<file path="src/hdl/pgs_pkg.sv">
// ----------------------------------------------------------------------------
// pgs_pkg
// Types, constants and the root digit step for the gamma 2 pixel unit.
// ----------------------------------------------------------------------------
package pgs_pkg;

   localparam int CHAN_WIDTH      = 16;
   localparam int BYTE_WIDTH      = 8;
   localparam int NUM_STAGES      = 4;
   localparam int STEPS_PER_STAGE = 2;
   localparam int NUM_STEPS       = NUM_STAGES * STEPS_PER_STAGE;

   // weight of the first root digit, squared: 1 << 14
   localparam logic [CHAN_WIDTH-1:0] FIRST_BIT = 16'h4000;

   typedef struct packed {
      logic [CHAN_WIDTH-1:0] red_linear;
      logic [CHAN_WIDTH-1:0] green_linear;
      logic [CHAN_WIDTH-1:0] blue_linear;
      logic                  last_pixel;
   } pgs_req_type;

   typedef struct packed {
      logic [BYTE_WIDTH-1:0] red_out;
      logic [BYTE_WIDTH-1:0] green_out;
      logic [BYTE_WIDTH-1:0] blue_out;
      logic                  last_out;
   } pgs_rsp_type;

   typedef struct packed {
      logic [CHAN_WIDTH-1:0] rem;
      logic [CHAN_WIDTH-1:0] root;
   } pgs_root_state_type;

   // One restoring digit step of the integer square root.
   function automatic pgs_root_state_type root_step(
      input pgs_root_state_type st,
      input logic [CHAN_WIDTH-1:0] bit_val
   );
      pgs_root_state_type   nx;
      logic [CHAN_WIDTH:0]  trial;
      trial = {1'b0, st.root} + {1'b0, bit_val};
      if ({1'b0, st.rem} >= trial) begin
         nx.rem  = st.rem - trial[CHAN_WIDTH-1:0];
         nx.root = (st.root >> 1) + bit_val;
      end else begin
         nx.rem  = st.rem;
         nx.root = st.root >> 1;
      end
      return nx;
   endfunction

endpackage

</file>
<file path="src/hdl/pixel_gamma_sqrt_to_u8_unit.sv">
// ----------------------------------------------------------------------------
// pixel_gamma_sqrt_to_u8_unit
// Gamma 2 correction of a linear RGB pixel to three 8-bit channels.
// ----------------------------------------------------------------------------
// Usage:
//   Present a pixel on req_data and raise start; the item is taken at any
//   rising edge with start high and busy low. busy is always low, so one
//   pixel may be offered every cycle.
//   Each channel goes through a four stage square root pipeline, two root
//   digits per stage. The result appears on rsp_data with rsp_strobe high
//   for exactly one cycle, once the item has passed through the register
//   of every stage, and is taken by the receiver at the clock edge that
//   closes that strobe cycle.
//   Throughput is one pixel per clock; the digit chain of the root sets the
//   pipeline depth.
//   The receiver cannot stall: every result must be captured in its strobe
//   cycle.
//   Synchronous reset clears the valid bits, so no strobe follows reset
//   until new items arrive; items in flight are dropped.
//   last_pixel travels alongside the pixel and comes out as last_out.
// ----------------------------------------------------------------------------
module pixel_gamma_sqrt_to_u8_unit (
   input  logic                 clock,
   input  logic                 reset,
   input  logic                 start,
   output logic                 busy,
   input  pgs_pkg::pgs_req_type req_data,
   output logic                 rsp_strobe,
   output pgs_pkg::pgs_rsp_type rsp_data
);
   import pgs_pkg::*;

   logic [NUM_STAGES-1:0] valid_ff;
   logic [NUM_STAGES-1:0] valid_in;
   logic [NUM_STAGES-1:0] last_ff;
   logic                  accept;

   assign busy   = 1'b0;
   assign accept = start && !busy;

   assign valid_in = {valid_ff[NUM_STAGES-2:0], accept};

   always_ff @(posedge clock) begin
      if (reset) begin
         valid_ff <= '0;
      end else begin
         valid_ff <= valid_in;
      end
   end

   always_ff @(posedge clock) begin
      last_ff <= {last_ff[NUM_STAGES-2:0], req_data.last_pixel};
   end

   pgs_isqrt_pipe u_red (
      .clock (clock),
      .value (req_data.red_linear),
      .root  (rsp_data.red_out)
   );

   pgs_isqrt_pipe u_green (
      .clock (clock),
      .value (req_data.green_linear),
      .root  (rsp_data.green_out)
   );

   pgs_isqrt_pipe u_blue (
      .clock (clock),
      .value (req_data.blue_linear),
      .root  (rsp_data.blue_out)
   );

   assign rsp_data.last_out = last_ff[NUM_STAGES-1];
   assign rsp_strobe        = valid_ff[NUM_STAGES-1];

   // every accepted item comes out exactly after the pipeline depth
   a_item_out : assert property (@(posedge clock) disable iff (reset)
      accept |-> ##4 rsp_strobe)
      else $error("accepted item did not come out after four cycles");

   a_no_phantom : assert property (@(posedge clock) disable iff (reset)
      rsp_strobe |-> $past(accept, 4))
      else $error("result strobe without an accepted item");

   a_last_follows : assert property (@(posedge clock) disable iff (reset)
      rsp_strobe |-> rsp_data.last_out == $past(req_data.last_pixel, 4))
      else $error("last marker does not match its item");

   a_red_floor : assert property (@(posedge clock) disable iff (reset)
      rsp_strobe |->
         ({8'd0, rsp_data.red_out} * {8'd0, rsp_data.red_out}
            <= $past(req_data.red_linear, 4)) &&
         (({9'd0, rsp_data.red_out} + 17'd1) * ({9'd0, rsp_data.red_out} + 17'd1)
            > {1'b0, $past(req_data.red_linear, 4)}))
      else $error("red root is not the floor square root");

endmodule

</file>
<file path="src/hdl/pgs_isqrt_pipe.sv">
// ----------------------------------------------------------------------------
// pgs_isqrt_pipe
// Pipelined floor square root of one 16-bit channel, two digits per stage.
// ----------------------------------------------------------------------------
module pgs_isqrt_pipe (
   input  logic                          clock,
   input  logic [pgs_pkg::CHAN_WIDTH-1:0] value,
   output logic [pgs_pkg::BYTE_WIDTH-1:0] root
);
   import pgs_pkg::*;

   pgs_root_state_type stage_ff [NUM_STAGES];
   pgs_root_state_type stage_in [NUM_STAGES];

   for (genvar s = 0; s < NUM_STAGES; s++) begin : g_stage
      pgs_root_state_type head;

      if (s == 0) begin : g_first
         assign head.rem  = value;
         assign head.root = '0;
      end else begin : g_next
         assign head = stage_ff[s-1];
      end

      always_comb begin
         pgs_root_state_type st;
         st = head;
         for (int k = 0; k < STEPS_PER_STAGE; k++) begin
            st = root_step(st, FIRST_BIT >> (2 * (s * STEPS_PER_STAGE + k)));
         end
         stage_in[s] = st;
      end

      always_ff @(posedge clock) begin
         stage_ff[s] <= stage_in[s];
      end
   end

   assign root = stage_ff[NUM_STAGES-1].root[BYTE_WIDTH-1:0];

endmodule

</file>
<file path="config.mk">
export PLATFORM = sky130hd
export DESIGN_NAME = pixel_gamma_sqrt_to_u8_unit
export DESIGN_NICKNAME = d
export VERILOG_FILES = /design/src/hdl/pgs_pkg.sv /design/src/hdl/pixel_gamma_sqrt_to_u8_unit.sv /design/src/hdl/pgs_isqrt_pipe.sv
export SDC_FILE = /design/constraint.sdc
export NUM_CORES = 1
export LEC_CHECK = 0
export ABC_AREA = 1
export BUFFER_PORTS_ARGS = -buffer_cell sky130_fd_sc_hd__buf_4
export CAP_MARGIN = 10
export CORE_MARGIN = 5
export CORE_UTILIZATION = 66
export DETAILED_ROUTE_END_ITERATION = 10
export PLACE_DENSITY = 0.84
export SYNTH_ARGS = -nofsm -noshare
export SYNTH_HDL_FRONTEND = slang
export SYNTH_SLANG_ARGS = --single-unit
</file>
<file path="constraint.sdc">
create_clock -name clock -period 4.9 [get_ports clock]
set_input_delay 0.49 -clock clock [delete_from_list [all_inputs] [get_ports clock]]
set_output_delay 0.49 -clock clock [all_outputs]
set_load 0.03 [all_outputs]
</file>
Yosys cells after proc, flatten, opt, wreduce, memory -nomap -nowiden. Memory sizes are Yosys's and may differ from the RTL's. Index checks and enable logic that the tools add are counted.

Register bits: 8. Memory bits (writable): 384. Output and inout port bits: 27. Word-level logic and storage cells: 119. Memories: 3.

Add/subtract/negate cells: 66. $lt $le $gt $ge: 24. Muxes and demuxes: 24.

Memories: u_blue.stage_ff (words 4, bits a word 32, read ports 4, clocked after memory_dff 0, write ports 4, RTL line pgs_isqrt_pipe.sv:12) `pgs_root_state_type stage_ff [NUM_STAGES];`; u_green.stage_ff (words 4, bits a word 32, read ports 4, clocked after memory_dff 0, write ports 4, RTL line pgs_isqrt_pipe.sv:12); u_red.stage_ff (words 4, bits a word 32, read ports 4, clocked after memory_dff 0, write ports 4, RTL line pgs_isqrt_pipe.sv:12).

Operators by type and width (count): 2-to-1 mux 32 bit (24); >= comparator 16 x 17 -> 1 bit (21); subtractor 16 bit (21); adder 16 x 1 -> 17 bit (second input constant) (3); adder 16 x 11 -> 17 bit (second input constant) (3); adder 16 x 13 -> 17 bit (second input constant) (3); adder 16 x 3 -> 17 bit (second input constant) (3); adder 16 x 5 -> 17 bit (second input constant) (3); adder 16 x 7 -> 17 bit (second input constant) (3); adder 16 x 9 -> 17 bit (second input constant) (3); adder 15 x 1 -> 16 bit (second input constant) (3); adder 15 x 11 -> 16 bit (second input constant) (3); adder 15 x 13 -> 16 bit (second input constant) (3); adder 15 x 3 -> 16 bit (second input constant) (3); adder 15 x 5 -> 16 bit (second input constant) (3); adder 15 x 7 -> 16 bit (second input constant) (3); adder 15 x 9 -> 16 bit (second input constant) (3); >= comparator 16 x 15 -> 1 bit (second input constant) (3); subtractor 16 x 15 -> 16 bit (second input constant) (3).

Logic depth before layout (Yosys ltp). An unclocked memory read counts as a cell.

Depth in word-level cells: 7. Gate-level depth with buffers: 23. Mapped depth without buffers: 22.

Cells and area by module. From an unflattened synthesis, not the netlist that was laid out.

Cell total of the unflattened synthesis: 1669. Area total of the unflattened synthesis: 12228.0 um^2.

Modules (own cells, without submodules): pgs_isqrt_pipe (times used 3, cells an instance 550, area an instance 4006.3 um^2, seq. area each 1361.3 um^2); pixel_gamma_sqrt_to_u8_unit (times used 1, cells an instance 19, area an instance 209.0 um^2, seq. area each 160.2 um^2).

Least setup slack after synthesis. No wires, ideal clock.

Path type: register to register. From: memory u_red.stage_ff[2][4] (netlist name). To: memory u_red.stage_ff[3][0] (netlist name). Arrival: 2.799 ns. Slack: 1.986 ns. Cell stages (with the launch flop): 21. Path buffers: 1. Clock period less this slack: 2.914 ns. Cell sequence: dfxtp_1 inv_1 ha_1 a21oi_1 o21ai_0 nand2_1 nand3_1 nor2_1 nand2_1 buf_2 nor2_1 a21oi_1 ha_1 a21oi_1 o21ai_0 nor2_1 nand2_1 a21oi_1 nand4_1 a21oi_1 nand2_1.

RTL lines (RTL line): start: declaration (pgs_isqrt_pipe.sv:12).

==> out/summary.txt <==
status = completed
Post-CTS Hold Buffers = 0
element type at the critical path end = flip-flop
# Post-CTS Setup Buffers = 0
fin. max-slew vios = 0
layout cells sized above 1 = 11.4%
critical path class = reg -> reg
gpl congestion = 0.921
met3 Resource Use GR = 3.86%
GR Util All Layers = 25.5%
post-cts gate resize count = 0
ranking of synthesized cells by area = dfxtp_1 35%, ha_1 12%, nand2_1 12%, inv_1 7.6%, nand3_1 5.0%
total iterations of the first detailed-routing run = 5
IO Pins = 79
Max clock buf depth = 3
clk sink count = 212
final hold violations = 0
launch point of the worst path = u_blue.stage_ff[2][4]
# DRC = 0
Finished Layout Cells = 2,014
Ant. Diodes = 0
Total Neg Setup Slack = 0 ns
detailed placement HPWL = 22,000 µm
total gr overflow = 0
filler instances = 1,418
Die Wd = 146 µm
RSZ-0062 raised after global routing = no
Reg2Reg Depth = 19
post-route ant nets = 0
CP max stage cell = nor2_1
Achievable Freq = 282 MHz
Die Ht = 146 µm
Cell Chain, Critical Path = inv_1, ha_1, a21oi_1, nand2_1, nand2_1, nand2_1, nand2_1, nand2_1, nor2_1, o21ai_0, ha_1, nand2_1, inv_1, o21ai_0, nand3_1, nor2_1, o211ai_1, a21oi_1, nand3b_1
commonest cells after routing, fill and taps aside = 399 x nand2_1, 245 x inv_1, 212 x dfxtp_1
Syn Area/Cell = 7.25 µm²
Least-Margin Pin Slew = 0.888 ns
Area growth syn-to-layout = 13.2%
DR vias/cell = 5.35
met1 usage = 29.7%
hold path start = req_data[0]
clk_lat worst skew = 0.52 ns
clk slew on worst S/H paths = 0.06 ns
initial antenna violation count = 0
Synth async-reset ratio = 0%
Yosys top cell by area = dfxtp_1
worst-case vdd ir drop = 475 µV
Die Area = 21,200 µm²
Worst slew margin = 40.6%
Post-Syn Nets = 1,847
CP Launch Type = flip-flop
crit path DAT = 3.94 ns
crit-path max cell delay = 0.69 ns
Mapped Area = 12,200 µm²
most common cell after layout, fill and taps aside = nand2_1
CTS tree = done
max cap viols = 0
met2 global-route usage = 47.7%
Hold WC Path Type = in -> reg
leakage dissipation = 0.00721 µW
core area = 18,000 µm²
Cells after Synth = 1,675
most used cell along the critical path = nand2_1
nets = 1,940
worst hold path depth = 1
fraction of synthesized cell area taken by the top area cell type = 34.9%
Tmin final = 3.54 ns
TritonCTS Buffers = 23
H-tree depth = 1
Crit Path Max Fanout = 15
# setup viols final = 0
first-pass GRT wire length = 47,100 µm
yosys warns = 0
cell row count = 49
routed vias = 10,800
wire length per cell = 13.7 µm
pin count of the biggest net entering global routing = 19
#FFs+latches synth = 212
Worst EP required = 5.30 ns
port buffer count = 77
Post-synth EDFFs = 0
pwr/cell area = 707 nW/µm²
r2r startpoint = u_blue.stage_ff[2][4]
Final Cycle Share = 72.3%
Root Buffer = clkbuf_16
number of global-route vias before repair = 10,600
Placed Instances = 1,972
routed wire length = 27,500 µm
Unique masters post-synth = 50
Final Skew = 0.0177 ns
share of the yosys chip area belonging to registers = 34.9%
number of DRC markers in iteration 0 = 627
ys flop type = dfxtp_1
Initial Utilization = 67.4%
most used routing layer = met2
metrics by stage:
step	hold WS, ns	power, µW	cell area, µm²	setup WS, ns	util (%)
final	0.0700	9730	13800	1.36	76.3
after global routing	0.0503	10600	13800	0.899	76.3
after CTS	0.0496	9720	13800	1.38	76.3
after detailed placement	0.313	7820	12900	1.43	71.8
after global placement	0.309	7650	12900	1.45	71.8
after floorplan	0.310	6710	12200	1.99	-
worst max-delay path, delay by kind of cell (launching register included):
family	cells	cell delay [ns]
simple gates	10	1.49
compound gates	5	0.78
fa+ha+maj	2	0.71
flops	1	0.32
buf+inv	2	0.11
metal layers:
metal / wire (µm) / vias to the layer above
li1: - / 5575
met1: 11500 / 4864
met2: 13900 / 268
met3: 1350 / 66
met4: 761 / 0
met5: 0 / -
report_power, final:
| part | internal, µW | total (µW) | switching [µW] |
|---|---|---|---|
| clock network | 1120 | 1850 | 726 |
| registers | 2150 | 2440 | 286 |
| logic | 1990 | 5440 | 3460 |
cell usage after synthesis (3+ instances only):
cell and number:
nor2_1 150, xnor2_1 15, nor4_1 10, nand4_1 23
nor3_1 23, dfxtp_1 212, nand2_4 7, or2_2 8
nand3b_1 15, o211ai_1 7, nand3_2 6, inv_1 245
a21oi_4 3, o21ai_2 12, nand2_2 20, xor2_1 49
o21ai_1 11, o21bai_1 3, a21oi_2 4, a21boi_0 3
nor2_2 7, buf_6 3, nand2_1 399, nor2_4 6
ha_1 120, o21ai_0 80, inv_2 12, nand3_1 121
a21oi_1 75, a22oi_1 3
state kept, by name (all words and copies together), names as in the netlist:
signal	cells
u_blue.stage_ff	68
u_green.stage_ff	68
u_red.stage_ff	68
last_ff	4
valid_ff	4
cell families (layout without fill, tap and decap cells):
| kind of cell | Yosys count | count (layout) | synth area share (%) |
|---|---|---|---|
| compound gates | 210 | 210 | 9.96 |
| xor+xnor | 64 | 64 | 4.61 |
| fa+ha+maj | 120 | 120 | 12.4 |
| buf+inv | 268 | 378 | 8.69 |
| flops | 212 | 212 | 34.9 |
| other cells | 1 | 1 | 0.0309 |
| simple gates | 800 | 800 | 29.4 |
path summary, 6_finish.rpt:
check,to,slack (ns)
max,u_blue.stage_ff[3][0],1.36
min,last_ff[0],0.07
max reg2reg,u_blue.stage_ff[3][0],1.36
min reg2reg,last_ff[3],0.33
area by class of cell:
class / count / area (µm²) / area share, %
multi-input cells: 1195 / 6850 / 49.8
clock inverters: 14 / 203 / 1.47
well taps: 229 / 287 / 2.08
clock buffers: 28 / 614 / 4.47
inverters: 259 / 975 / 7.09
repair buffers: 77 / 578 / 4.20
flip-flops and latches: 212 / 4240 / 30.9
No activity file was read; power rests on OpenSTA's default activity.
